$ cat config.mk
export PLATFORM = sky130hd
export DESIGN_NAME = eidb_ram
export DESIGN_NICKNAME = d
export VERILOG_FILES = /design/src/rtl/euler_integrator_differentiator_bank_unit_assert.svh /design/src/rtl/eidb_ram.sv
export SDC_FILE = /design/constraint.sdc
export NUM_CORES = 2
export LEC_CHECK = 0
export BUFFER_PORTS_ARGS = -buffer_cell sky130_fd_sc_hd__buf_4
export CAP_MARGIN = 20
export CORE_ASPECT_RATIO = 1.4
export CORE_MARGIN = 2
export CORE_UTILIZATION = 45
export DETAILED_ROUTE_END_ITERATION = 6
export RECOVER_POWER = 25
export SLEW_MARGIN = 25
export SYNTH_ARGS = -nofsm -noshare
export SYNTH_HDL_FRONTEND = slang
export SYNTH_SLANG_ARGS = --single-unit
export TNS_END_PERCENT = 20
$ cat constraint.sdc
create_clock -name clk -period 8.8 [get_ports clk]
set_input_delay 0.88 -clock clk [delete_from_list [all_inputs] [get_ports clk]]
set_output_delay 0.88 -clock clk [all_outputs]
set_load 0.02 [all_outputs]
$ cat src/rtl/euler_integrator_differentiator_bank_unit_assert.svh
// Assertion macros shared by the integrator/differentiator bank RTL.
// Expects signals named clk and rst in the module that uses them.
`ifndef EULER_INTEGRATOR_DIFFERENTIATOR_BANK_UNIT_ASSERT_SVH
`define EULER_INTEGRATOR_DIFFERENTIATOR_BANK_UNIT_ASSERT_SVH

// Check cons in the same cycle as ante.
`define EIDB_ASSERT_NOW(label, ante, cons) \
  label: assert property (@(posedge clk) disable iff (rst) (ante) |-> (cons)) \
    else $error("eidb: same-cycle check failed");

// Check cons in the cycle after ante.
`define EIDB_ASSERT_NEXT(label, ante, cons) \
  label: assert property (@(posedge clk) disable iff (rst) (ante) |=> (cons)) \
    else $error("eidb: next-cycle check failed");

`endif

$ cat src/rtl/eidb_ram.sv
// Generic single-write, single-read RAM with registered read data.
// No dependencies.
module eidb_ram #(
  parameter int WIDTH = 32,
  parameter int DEPTH = 64,
  localparam int AW = (DEPTH > 1) ? $clog2(DEPTH) : 1
) (
  input  logic             clk,
  input  logic             we,
  input  logic [AW-1:0]    waddr,
  input  logic [WIDTH-1:0] wdata,
  input  logic             re,
  input  logic [AW-1:0]    raddr,
  output logic [WIDTH-1:0] rdata
);

  logic [WIDTH-1:0] mem [DEPTH];

  always_ff @(posedge clk) begin
    if (we) begin
      mem[waddr] <= wdata;
    end
    if (re) begin
      rdata <= mem[raddr];
    end
  end

endmodule

==> metrics.csv <==
stage,metric,value,unit
finish,multi-input logic area,15980,µm²
outcome,violations in the final reports,"capacitance limit, slew limit",
power,Flop pwr share,55.5,%
synthesis,Netlist cell types,33,
sta,max-slew violations,1758,
setup_path,reg-to-reg startpoint,mem[38][4]$_DFFE_PP_,
setup_path,path type of the worst setup path,primary input to register,
sta,"Hold Vio Cnt, Final",0,
worst_hold_path,hold path start,wdata[29],
sta,final worst-path cycle share,42.49,%
synthesis,Synth Register Bits,2080,
grt,vias in the first global route,37277,
placement,dpl hpwl,108100,µm
sta,Slew @ Worst Pin,3.529,ns
detailed_routing,DRC viols,0,
detailed_routing,DRT Pass-1 Iters,7,
clocking,CTS tree,yes,
detailed_routing,Avg WL per Cell,34.33,µm
setup_path,CP peak stage delay,0.65,ns
worst_hold_path,WHS Endpoint,mem[27][29]$_DFFE_PP_,
clocking,clk buf depth,3,
synthesis,most instantiated cells after synthesis,"edfxtp_1 (2080), mux4_2 (544), nor2_1 (137)",
grt,initial antenna violation count,14,
detailed_routing,DRT Wirelength,204400,µm
grt,largest net degree at the start of global routing,104,
grt,Total GRT Usage,23.18,%
setup_path,CP Max Fanout,103,
sta,RSZ-0062 raised after global routing,false,
die,io pins,79,
synthesis,asr flop ratio synth,0,%
power,combinational share of power,5.3,%
setup_path,CP arrival,4.43,ns
power,maximum vdd drop,0.1752,mV
clocking,number of CTS-inserted buffers,188,
setup_path,Crit-path slowest cell,nor2_1,
grt,Overflow after GRT,0,
worst_hold_path,Worst Hold Class,primary input to register,
flow_run,Max Cap Violations,27,
synthesis,syn avg cell area,23.72,µm²
finish,P&R area growth vs syn,12.15,%
clocking,Post-CTS Resized,0,
detailed_routing,DR vias,36391,
synthesis,top-area cell type share of the netlist area,79.23,%
setup_path,CP endpoint kind,register,
setup_path,Most common cell on crit path,nor2_1,
power,Internal,0.01562,W
synthesis,most numerous cell in the Yosys netlist,edfxtp_1,
power,total power,0.01991,W
clocking,clk_lat worst skew,0.85,ns
sta,Slew headroom,-135.3,%
placement,GP Congestion,0.8209,
clocking,CTS Root Cell,clkbuf_16,
sta,Final Critical Period,3.739,ns
worst_hold_path,hold depth,1,
setup_path,r2r endpoint,rdata[4]$_DFFE_PP_,
die,Die Area,178600,µm²
synthesis,synthesized area,78840,µm²
power,clock share of power,39.3,%
setup_path,Setup crit start kind,primary input,
placement,# port buffers,78,
clocking,Post-CTS Hold Fix Bufs,0,
synthesis,Synth Flop Type,edfxtp_1,
synthesis,"EDFF count, synth",2080,
finish,final net count,3556,
clocking,H-tree depth,4,
sta,"Setup violations, final",0,
finish,layout cells sized above 1,27.58,%
die,Core ar.,173900,µm²
synthesis,synthesized instance count,3324,
synthesis,cell taking the most area after synthesis,edfxtp_1,
clocking,Num Clock Sinks,2080,
setup_path,CP cell instances,buf_8 > buf_12 > nand2b_1 > buf_4 > o22ai_1 > nor2_1 > a21oi_1 > nor2_1,
detailed_routing,via/cell ratio,6.113,
power,PwrDens,225.2,nW/µm²
setup_path,FF-to-FF path depth,5,
power,sw frac,21.54,%
power,switching pwr,0.004289,W
setup_path,Worst EP required,9.49,ns
finish,FILL cells,13616,
finish,Register Area,62460,µm²
clocking,"Reg clk slew, reported paths",0.07,ns
sta,f_max,267.5,MHz
die,Die H,499.2,µm
grt,first-pass GRT wire length,286600,µm
clocking,Post-CTS Setup Inserts,0,
setup_path,worst reg-to-reg setup slack,6.22,ns
synthesis,post-synthesis sequential area ratio,79.23,%
die,die width,357.7,µm
outcome,status,"finished, violations left",
synthesis,"top cells by area, synth","edfxtp_1 (79%), mux4_2 (16%), mux2i_1 (1.2%)",
synthesis,Post-Syn Nets,3371,
detailed_routing,DRT antenna net count,0,
sta,total negative slack,0,ns
die,effective utilization at floorplan,45.33,%
power,Pleak,27.03,nW
detailed_routing,Initial DRC Count,4342,
sta,clk_skew,0.02438,ns
die,# rows,181,
synthesis,Synth Warn #,0,
worst max-delay path by stage:
stage	start	endpoint	depth (start not counted)
6_report	raddr[1]	rdata[14]$_DFFE_PP_	8
5_1_grt	raddr[0]	rdata[17]$_DFFE_PP_	7
4_1_cts	raddr[1]	rdata[2]$_DFFE_PP_	8
3_5_place_dp	raddr[1]	rdata[2]$_DFFE_PP_	8
3_3_place_gp	raddr[1]	rdata[2]$_DFFE_PP_	8
2_1_floorplan	waddr[3]	mem[48][0]$_DFFE_PP_	4
cell families after synthesis:
logic type / Yosys count / synth area share [%]
buf+inv: 182 / 1.124
flops: 2080 / 79.23
mux: 637 / 16.72
simple gates: 223 / 1.260
compound gates: 202 / 1.666
metrics by stage:
stage | cell area (µm²) | util [%] | hold WS [ns] | worst slack, ns | instances
finish | 88420 | 50.84 | 0.6630 | 5.061 | 5953
global route | 88400 | 50.83 | 0.6536 | 4.933 | 5946
CTS | 88500 | 50.88 | 0.5811 | 5.003 | 5945
detailed placement | 82750 | 47.58 | 0.8428 | 4.104 | 5606
global placement | 82740 | 47.57 | 0.8649 | 4.139 | 5606
floorplan | 78840 | - | 0.7502 | 4.760 | 3324
layer usage:
metal	global-route usage, %	part of all wire, %
met5	0	0.015
met4	8.928	4.0
met3	3.566	6.7
met2	39.31	51
met1	30.20	38
power by group through the flow:
stage | Combinational [W] | Sequential (W) | Clock [W]
6_report | 0.00105 | 0.0110 | 0.00782
5_1_grt | 0.00110 | 0.0110 | 0.00830
3_3_place_gp | 0.00106 | 0.0112 | 0
3_5_place_dp | 0.00107 | 0.0112 | 0
2_1_floorplan | 0.000534 | 0.0112 | 0
4_1_cts | 0.00107 | 0.0110 | 0.00794
worst max-delay path, delay by kind of cell:
kind	cells	cell delay (ns)
AO/OA/AOI/OAI	2	0.51
buffers and inverters	3	1.34
AND/OR/NAND/NOR	3	1.47
cell type report:
class | count | area share [%]
repair buffers | 177 | 1.531
flip-flops and latches | 2080 | 70.64
clock buffers | 251 | 5.636
clock inverters | 88 | 0.8632
diodes | 8 | 0.02264
well taps | 2287 | 3.236
multi-input cells | 1062 | 18.07
layout by cell type (no fill, tap or decap), drive strengths merged, types with 9 or more instances in the layout:
cell / n
nand2: 26
mux4: 544
nor2: 137
edfxtp: 2080
a22oi: 12
buf: 150
nor2b: 15
a21oi: 62
bufinv: 9
clkbuf: 278
o22ai: 84
mux2i: 93
o221ai: 27
clkinv: 68
state kept, by name (all words and copies together) (netlist names):
register,count
mem,2048
rdata,32
(Power assumes the default switching activity.)
