### src/rtl/euler_integrator_differentiator_bank_unit_assert.svh
// Assertion macros shared by the integrator/differentiator bank RTL.
// Expects signals named clk and rst in the module that uses them.
`ifndef EULER_INTEGRATOR_DIFFERENTIATOR_BANK_UNIT_ASSERT_SVH
`define EULER_INTEGRATOR_DIFFERENTIATOR_BANK_UNIT_ASSERT_SVH

// Check cons in the same cycle as ante.
`define EIDB_ASSERT_NOW(label, ante, cons) \
  label: assert property (@(posedge clk) disable iff (rst) (ante) |-> (cons)) \
    else $error("eidb: same-cycle check failed");

// Check cons in the cycle after ante.
`define EIDB_ASSERT_NEXT(label, ante, cons) \
  label: assert property (@(posedge clk) disable iff (rst) (ante) |=> (cons)) \
    else $error("eidb: next-cycle check failed");

`endif

### src/rtl/eidb_pkg.sv
// Package for the integrator/differentiator bank: defaults, codes, fixed-point
// limits and the divider request/status structs. No dependencies.
package eidb_pkg;

  localparam int EIDB_SLOT_COUNT    = 64;
  localparam int EIDB_FRACTION_BITS = 16;

  // Slot field is 6 bits wide, so 64 codes can arrive.
  localparam int SLOT_FIELD_W = 6;
  localparam int SLOT_CODES   = 1 << SLOT_FIELD_W;

  localparam logic [31:0] TIMESTEP_RESET = 32'd655;

  localparam logic CMD_INTEGRATE     = 1'b0;
  localparam logic CMD_DIFFERENTIATE = 1'b1;

  // Quotient bits produced by the divider.
  localparam int DIV_STEPS = 32;

  localparam logic signed [31:0] Q_MAX = 32'sh7fff_ffff;
  localparam logic signed [31:0] Q_MIN = 32'sh8000_0000;

  typedef struct packed {
    logic        start;
    logic [31:0] rem;      // upper dividend bits, already below divisor
    logic [31:0] low;      // lower 32 dividend bits
    logic [31:0] divisor;
  } div_req_t;

  typedef struct packed {
    logic busy;
    logic done;
  } div_stat_t;

endpackage

### src/rtl/eidb_div.sv
// Radix-2 restoring divider, one quotient bit per cycle, 32-bit quotient.
// Depends on eidb_pkg (div_req_t, div_stat_t, DIV_STEPS).
module eidb_div
  import eidb_pkg::*;
(
  input  logic        clk,
  input  logic        rst,
  input  div_req_t    req,
  output div_stat_t   stat,
  output logic [31:0] quotient
);

  localparam int CW = $clog2(DIV_STEPS);

  logic [31:0]   rem;
  logic [31:0]   q;
  logic [31:0]   divisor;
  logic [CW-1:0] count;
  logic          busy;
  logic          done;

  logic [32:0] trial;
  logic        fits;
  logic [31:0] rem_next;

  // Remainder stays below the divisor, so the trial value fits 33 bits and
  // the new remainder fits 32.
  always_comb begin
    trial    = {rem, q[31]};
    fits     = trial >= {1'b0, divisor};
    rem_next = fits ? 32'(trial - {1'b0, divisor}) : trial[31:0];
  end

  always_ff @(posedge clk) begin
    if (rst) begin
      busy  <= 1'b0;
      done  <= 1'b0;
      count <= '0;
    end else begin
      done <= 1'b0;
      if (req.start) begin
        rem     <= req.rem;
        q       <= req.low;
        divisor <= req.divisor;
        count   <= '0;
        busy    <= 1'b1;
      end else if (busy) begin
        rem <= rem_next;
        q   <= {q[30:0], fits};
        if (count == CW'(DIV_STEPS - 1)) begin
          busy <= 1'b0;
          done <= 1'b1;
        end else begin
          count <= count + 1'b1;
        end
      end
    end
  end

  assign stat     = '{busy: busy, done: done};
  assign quotient = q;

endmodule

### config.mk
export PLATFORM = sky130hd
export DESIGN_NAME = eidb_div
export DESIGN_NICKNAME = d
export VERILOG_FILES = /design/src/rtl/euler_integrator_differentiator_bank_unit_assert.svh /design/src/rtl/eidb_pkg.sv /design/src/rtl/eidb_div.sv
export SDC_FILE = /design/constraint.sdc
export NUM_CORES = 1
export LEC_CHECK = 0
export ABC_AREA = 1
export BUFFER_PORTS_ARGS = -buffer_cell sky130_fd_sc_hd__buf_2
export CAP_MARGIN = 25
export CELL_PAD_IN_SITES_DETAIL_PLACEMENT = 1
export CELL_PAD_IN_SITES_GLOBAL_PLACEMENT = 2
export CORE_MARGIN = 2
export CORE_UTILIZATION = 32
export CTS_BUF_LIST = sky130_fd_sc_hd__clkbuf_4 sky130_fd_sc_hd__clkbuf_8 sky130_fd_sc_hd__clkbuf_16
export CTS_CLUSTER_DIAMETER = 120
export DETAILED_ROUTE_END_ITERATION = 12
export PLACE_DENSITY_LB_ADDON = 0.1
export SETUP_SLACK_MARGIN = 0.5
export SLEW_MARGIN = 20
export SYNTH_ARGS = -nofsm -noshare
export SYNTH_HDL_FRONTEND = slang
export SYNTH_SLANG_ARGS = --single-unit
### constraint.sdc
create_clock -name clk -period 5.25 [get_ports clk]
set_clock_uncertainty 0.2 [all_clocks]
set_input_delay 0.2625 -clock clk [delete_from_list [all_inputs] [get_ports clk]]
set_output_delay 0.2625 -clock clk [all_outputs]
set_load 0.1 [all_outputs]
==> impl_metrics.ini, run 1 <==
[outcome]
status = finished, final reports clean

[finish]
final_net_count = 1347
postLayoutCellArea_mm2 = 0.00941
multiInputGateArea_mm2 = 0.00341
diodes = 0
final_util_pct = 42.9
area_growth_pct = 30.4
fillers = 2788
seqCellArea_mm2 = 0.00302
drive_gt1_share_pct = 15.8

[worst_setup_path]
worstPathArrival_ps = 2910
max_stage_delay_ps = 510
end_kind = flip-flop
crit_slowest_cell = nor2_8
required_ps = 5170
cp_common_cell = nand2_1
start_kind = flip-flop
crit_chain = ha_1, nand2_1, nand2_1, nand2_1, nand2_1, a21oi_1, nand2_2, nor2_8, nand2_8, nand2_1, nand2_1, nand2_1, nand2_1
crit_type = reg -> reg
crit_fanout = 33
r2r_cells = 13

[clock_tree]
cts-hold-fix-buffers = 95
cts_resized = 0
cts.sinks = 103
cts.clk_slew.worst_paths_ps = 80
cts_setup_buffers = 0
cts_inserted_buffers = 9
cts.path.max_buffers = 2
htree_levels = 3
cts_tree = built
clock_latency_ps = 360
cts_root_buf = clkbuf_16

[pwr]
p_leak_nw = 4.82
power.density_mw_per_mm2 = 281
peakVddDrop_uv = 154
finalPower_mw = 2.65

[grt]
antenna_found_initial = 0
grt_max_degree = 67
grt_pass1_vias = 7334
grt_pass1_wl_um = 37000
overflow = 0
grt_usage_pct = 19.5

[logic_synthesis]
async_reset_ff_share_pct = 0
ys_seq_area_share_pct = 41.9
synth-edff-count = 96
avgSynthCellArea_um2 = 7.25
syn_area_mm2 = 0.00722
ys_warn_count = 0
synth_nets = 1130
netlist_top_cells_area = edfxtp_1 40%, nand2_1 23%, inv_1 8.1%
yosysTopAreaCellShare_pct = 39.9
ys_ff_latch = 103
yosysMostFrequentCell = nand2_1
synth_cells = 996
yosys.area.top_type = edfxtp_1
ys_types = 36
yosys-top-cells-count = 438 x nand2_1, 156 x inv_1, 96 x edfxtp_1, 66 x nand3_1, 49 x nor2_1
ys.flop_type = edfxtp_1

[sta]
setup_viol = 0
rsz0062_at_grt = no
worst_hold_slack_ps = 20.1
max_freq_mhz = 334
period_minus_slack_ps = 2990
fin_crit_sh_pct = 57.0
tightest_slew_ps = 774
hold_violations = 0
final_max_slew_viol_count = 0
relSlewSlack_pct = 48.3
finalSetupTns_ps = 0

[floorplan]
rows = 54
initial_core_util_pct = 32.9
die_height_um = 154
die_w_um = 154
dieArea_mm2 = 0.0238
core_mm2 = 0.0220
ioPinCount = 133

[place]
hpwl_um = 16800
port_buffers = 132
globalplace.congestion = 0.830
dpl_cell_area_mm2 = 0.00814

[detailed_routing]
wl_per_cell_um = 14.9
drt_iter0_markers = 287
antenna_left = 0
wl_um = 22300
dr.pass1.iters = 4
via_per_inst = 4.49
vias = 6719
drc = 0

[run]
cap_violations = 0

[worst_hold_path]
hold_path_class = in -> reg
holdPathStages = 3
-- final timing paths --
| check | start | to | slack, ps |
|---|---|---|---|
| setup reg to reg | rem[25] | rem[29] | 2260 |
| hold reg to reg | busy | done | 260 |
| hold / removal | req[90] | rem[26] | 20 |
| setup / recovery | rem[25] | rem[29] | 2260 |
-- cell usage in the layout, fill, tap and decap left out, types with 2 or more instances in the layout --
cell type	netlist	routed
buf_4	4	4
o21ai_0	3	3
nand4_1	10	10
inv_8	0	2
nand2_2	6	6
and2_1	2	2
nor3_1	4	4
clkinv_1	5	5
nand3_2	6	6
nand3_1	66	66
nor2_4	2	3
xnor2_1	14	14
a21oi_1	19	18
dfxtp_1	7	7
nor2_2	7	7
ha_1	34	34
dlygate4sd3_1	0	95
inv_2	9	10
nand2_1	438	438
clkbuf_16	0	9
buf_2	6	132
edfxtp_1	96	96
or2_2	2	2
nand3b_1	26	26
inv_1	156	155
nor2_1	49	48
clkinv_4	0	2
-- critical path: cells and delay by family, from the launching register on --
family | cells | cell delay, ps
AO/OA/AOI/OAI | 1 | 180
AND/OR/NAND/NOR | 11 | 1560
flip-flops | 1 | 420
adder cells (fa/ha/maj) | 1 | 390
-- sequential cells by signal, indices dropped and copies added (netlist names) --
register and flops:
divisor 32, quotient 32, rem 32, count 5
busy 1, done 1
-- where the power goes --
part / internal [mW] / switching [mW]
logic: 0.306 / 0.590
clock network: 0.385 / 0.363
registers: 0.977 / 0.0270
total: 1.67 / 0.980
-- final cells by class --
type	count	area share (%)
tap	280	3.72
sequential	103	32.1
clock inverter	7	1.01
inverter	170	6.78
timing repair buffer	232	17.7
clock buffer	9	2.39
multi-input combinational	697	36.2
-- through the flow --
step                setup WS (ps)  cells
floorplan                     791    996
global placement             2160   1386
detailed placement           2090   1387
CTS                          2220   1498
global route                 2030   1498
finish                       2260   1498
-- routing by layer --
metal  track usage (%)  wire [um]  vias to the layer above
met5                 0          0                        -
met3              3.33        714                       11
li1                  -          -                     3518
met2              33.9      10600                       96
met4              3.20        143                        0
met1              25.9      10900                     3094
-- kinds of logic after synthesis --
group | after synthesis | synth area share [%]
buf+inv | 196 | 11.1
compound gates | 26 | 1.96
simple gates | 622 | 37.2
xor+xnor | 14 | 1.70
flops | 103 | 41.9
fa+ha+maj | 35 | 6.17
No activity file was read; power rests on OpenSTA's default activity.
==> run 2, diff against run 1 <==
clock period = 2.8 ns   (was 5.25 ns; I/O delays follow)
==> run 2 against run 1 <==
Fmax grew 19%. Largest power group is now combinational logic. Global-route usage grew 3.0 points. Die area is the same. Register-to-register slack lost 2000 ps. Clock-buffer cell count grew 1. Power grew 110%. Largest cell class unchanged. Critical path depth shrank 2. Routed wire length grew 20%. Hold slack gained 120 ps. Non-clock buffer count grew 72.
==> impl_metrics.ini, run 2 (synthesis gave the netlist of run 1 again) <==
[sta]
setup_viol = 0
tightest_slew_ps = 565
max_freq_mhz = 399
final_max_slew_viol_count = 0
fin_crit_sh_pct = 89.6
relSlewSlack_pct = 62.3
period_minus_slack_ps = 2510
rsz0062_at_grt = yes
worst_hold_slack_ps = 137
hold_violations = 0

[floorplan]
ioPinCount = 133
die_w_um = 154
die_height_um = 154
rows = 54
dieArea_mm2 = 0.0238
core_mm2 = 0.0220
initial_core_util_pct = 32.9

[outcome]
status = finished, final reports clean

[grt]
grt_pass1_wl_um = 41900
grt_max_degree = 39
grt_pass1_vias = 7836
grt_usage_pct = 22.5
antenna_found_initial = 0
overflow = 0

[finish]
final_common_cell = nand2_1
stdcell_count = 1576
drive_gt1_share_pct = 33.6
seqCellArea_mm2 = 0.00302
diodes = 0
final_cell_mix = 370 x nand2_1, 140 x inv_1, 132 x buf_2
final_net_count = 1425
fillers = 2628
area_growth_pct = 56.4
final_util_pct = 51.4
multiInputGateArea_mm2 = 0.00453
postLayoutCellArea_mm2 = 0.0113

[worst_setup_path]
crit_fanout = 8
reg2reg_from = rem[28]
worstPathArrival_ps = 2440
start_kind = flip-flop
crit_type = reg -> reg
timing.rr.end = rem[24]
required_ps = 2740
r2r_cells = 11
reg2reg_setup_slack_ps = 290
end_kind = flip-flop
endpoint = rem[24]
crit_start = rem[28]

[clock_tree]
clock_latency_ps = 370
htree_levels = 3
cts_inserted_buffers = 9
cts.path.max_buffers = 2
cts_tree = built
cts_root_buf = clkbuf_16
cts.clk_slew.worst_paths_ps = 90
cts.sinks = 103

[detailed_routing]
vias = 7343
drt_iter0_markers = 237
wl_per_cell_um = 17.0
via_per_inst = 4.66
drc = 0
wl_um = 26800
antenna_left = 0
dr.pass1.iters = 4

[place]
dpl_cell_area_mm2 = 0.00830
port_buffers = 132
globalplace.congestion = 0.871
hpwl_um = 17700
dp_cells = 1402

[pwr]
power.density_mw_per_mm2 = 499
peakVddDrop_uv = 286
p_leak_nw = 5.47

[run]
cap_violations = 0

[worst_hold_path]
hold_path_class = in -> reg
holdPathStages = 3
[run 2: cell types whose count changed in the layout (fill, tap and decap cells not counted), sizes merged]
cell / before / now
clkinv: 8 / 4
dlygate4sd3: 95 / 97
bufinv: 1 / 0
nand2: 446 / 451
nor2: 59 / 60
clkbuf: 9 / 11
buf: 137 / 206
inv: 168 / 172
[run 2: metrics by stage]
stage	TNS (ps)	power, mW	worst slack, ps
2_1_floorplan	0	3.12	88.9
3_3_place_gp	0	3.56	23.3
3_5_place_dp	-279	3.58	-43.3
4_1_cts	0	5.48	325
5_1_grt	0	5.97	202
6_report	0	5.63	292
[run 2: final cells by class]
class                   count  area share, %
inverters                 170           5.68
flip-flops and latches    103           26.8
clock buffers              10           2.22
clock inverters             6          0.576
well taps                 280           3.10
multi-input cells         703           40.1
repair buffers            304           21.5
[run 2: worst min path at each step]
stage / startpoint / end / slack (ps)
6_report: req[96] / divisor[27] / 140
5_1_grt: req[96] / divisor[31] / 150
4_1_cts: req[96] / divisor[27] / 130
3_5_place_dp: req[26] / divisor[26] / 120
3_3_place_gp: req[20] / divisor[20] / 120
2_1_floorplan: rst / busy / 9
[run 2: per-layer routing]
| metal | part of all wire, % | wire [um] | GRT usage, % |
|---|---|---|---|
| met1 | 44 | 11800 | 28.3 |
| met2 | 51 | 13800 | 41.4 |
| met3 | 2.6 | 709 | 2.63 |
| met4 | 2.0 | 549 | 4.98 |
| met5 | 0 | 0 | 0 |
[run 2: timing repair]
item                                    4_1_cts  5_1_grt
gates cloned                                  9        1
hold endpoints to repair                     97        0
hold buffers                                 97        0
resized for setup                           129      102
setup buffers                                32       19
pin swaps                                    43       67
endpoints found under the setup margin       33       34
[run 2: worst max-delay path, stage by stage (launching register included)]
cell      delay, ps
edfxtp_1        440
ha_4            340
nand2_4          70
nor3_4          210
nand2_2         130
nor2_4          260
nand2_8         120
buf_12          150
nand2_8         140
nand2_1          80
nand3_1          90
nand2_1          50
[run 2: power by group]
| part | switching, mW | internal (mW) | total [mW] |
|---|---|---|---|
| combinational | 1.41 | 0.941 | 2.35 |
| sequential | 0.0763 | 1.83 | 1.91 |
| clock | 0.690 | 0.687 | 1.38 |
==> run 3, diff against run 2 <==
clock period = 2.6 ns   (was 2.8 ns; I/O delays follow)
==> run 3 against run 2 <==
Register-to-register slack lost 170 ps. Sequential share of layout area up 0.63 points. Hold slack got worse by 51 ps. Clock-buffer cell count is the same. Die area did not move. Sequential power grew 7%. Design area decreased by 2.2%. Setup slack lost 170 ps. First-iteration DRC count up 4.6%. Utilization down 1.2 points. Global-route usage barely moved.
==> impl_metrics.ini, run 3 (synthesis gave the netlist of run 1 again) <==
[detailed_routing]
vias = 7310
wl_um = 25900
antenna_left = 0
via_per_inst = 4.65
wl_per_cell_um = 16.5
drt_iter0_markers = 248
drc = 0
dr.pass1.iters = 6

[worst_setup_path]
end_kind = flip-flop
reg2reg_setup_slack_ps = 120
r2r_cells = 15
required_ps = 2540
crit_fanout = 8
endpoint = rem[25]
timing.rr.end = rem[25]
start_kind = flip-flop
crit_type = reg -> reg
worstPathArrival_ps = 2410
crit_start = rem[17]
reg2reg_from = rem[17]

[grt]
antenna_found_initial = 0
grt_usage_pct = 22.5
grt_pass1_vias = 7872
overflow = 0
grt_max_degree = 68
grt_pass1_wl_um = 41700

[sta]
rsz0062_at_grt = yes
fin_crit_sh_pct = 95.3
final_max_slew_viol_count = 0
relSlewSlack_pct = 50.1
finalSetupTns_ps = 0
setup_viol = 0
max_freq_mhz = 404
worst_hold_slack_ps = 86.4
hold_violations = 0
tightest_slew_ps = 748
period_minus_slack_ps = 2480

[pwr]
power.density_mw_per_mm2 = 540
swShare_pct = 38.1
p_leak_nw = 5.38
p_seq_share_pct = 34.4
power_switching_mw = 2.27
internal_power_mw = 3.69
power_frac_clock_pct = 24.0
finalPower_mw = 5.96
peakVddDrop_uv = 336
comb_power_share_pct = 41.5

[floorplan]
core_mm2 = 0.0220
die_w_um = 154
initial_core_util_pct = 32.9
rows = 54
die_height_um = 154
dieArea_mm2 = 0.0238
ioPinCount = 133

[place]
globalplace.congestion = 0.851
hpwl_um = 17300
port_buffers = 132
dp_cells = 1425

[clock_tree]
cts_root_buf = clkbuf_16
htree_levels = 3
cts_tree = built
cts_inserted_buffers = 9
cts.path.max_buffers = 2
clock_latency_ps = 370
cts.clk_slew.worst_paths_ps = 90
cts.sinks = 103

[finish]
final_cell_mix = 383 x nand2_1, 140 x inv_1, 132 x buf_2
area_growth_pct = 52.9
stdcell_count = 1572
final_common_cell = nand2_1
diodes = 0
drive_gt1_share_pct = 31.5
final_net_count = 1421

[outcome]
status = finished, final reports clean

[run]
cap_violations = 0

[worst_hold_path]
hold_path_class = in -> reg
hold_start = req[96]
## run 3: stage by stage
stage	util (%)	instance area, um^2	setup slack [ps]
floorplan	-	7330	-111
global placement	38.8	8530	-67.6
detailed placement	38.8	8530	-93.2
CTS	49.3	10800	134
global route	50.3	11000	-33.2
finish	50.3	11000	123
## run 3: layout make-up
cell class	instances	area, um^2
Multi-Input combinational cell	701	4310
Inverter	170	654
Clock inverter	6	62.6
Sequential cell	103	3020
Timing Repair Buffer	302	2400
Tap cell	280	350
Clock buffer	10	239
Fill cell	2667	10900
## run 3: repair_timing
action / 4_1_cts / 5_1_grt
gates cloned: 7 / 0
endpoints found under the hold margin: 97 / 0
resized for setup: 124 / 51
buffers inserted: 22 / 5
hold buffers: 97 / 0
endpoints found under the setup margin: 34 / 34
pin swaps: 44 / 40
## run 3: power by group through the flow
stage               registers [mW]  clock network, mW  logic, mW
global route                  2.07               1.54       2.72
global placement              2.06                  0       1.84
finish                        2.05               1.43       2.48
floorplan                     2.29                  0       1.08
detailed placement            2.06                  0       1.87
CTS                           2.05               1.49       2.39
## run 3: how the worst min path moves through the flow
stage / cells past startpoint / endpoint / slack [ps]
floorplan: 1 / busy / -8
global placement: 1 / divisor[19] / 110
detailed placement: 1 / divisor[19] / 110
CTS: 3 / busy / 90
global route: 3 / busy / 130
finish: 3 / busy / 90
## run 3: layer usage
layer	up-vias	share of wire, %	GRT usage [%]
met5	-	0	0
met4	0	1.1	4.72
met3	18	2.3	2.80
met2	102	50	40.6
met1	3494	46	28.9
li1	3696	-	-
## run 3: worst max-delay path: stages (launching register included)
cell and delay (ps):
edfxtp_1 430, ha_4 260, nand2_1 80, nand2_1 70, nand2_1 80, nand2_2 90, a21oi_4 170, nor2_4 70
nor2_8 250, buf_12 150, buf_12 120, nand3_4 60, nand2_2 70, clkinv_2 40, nand2_1 50, nand2_1 40
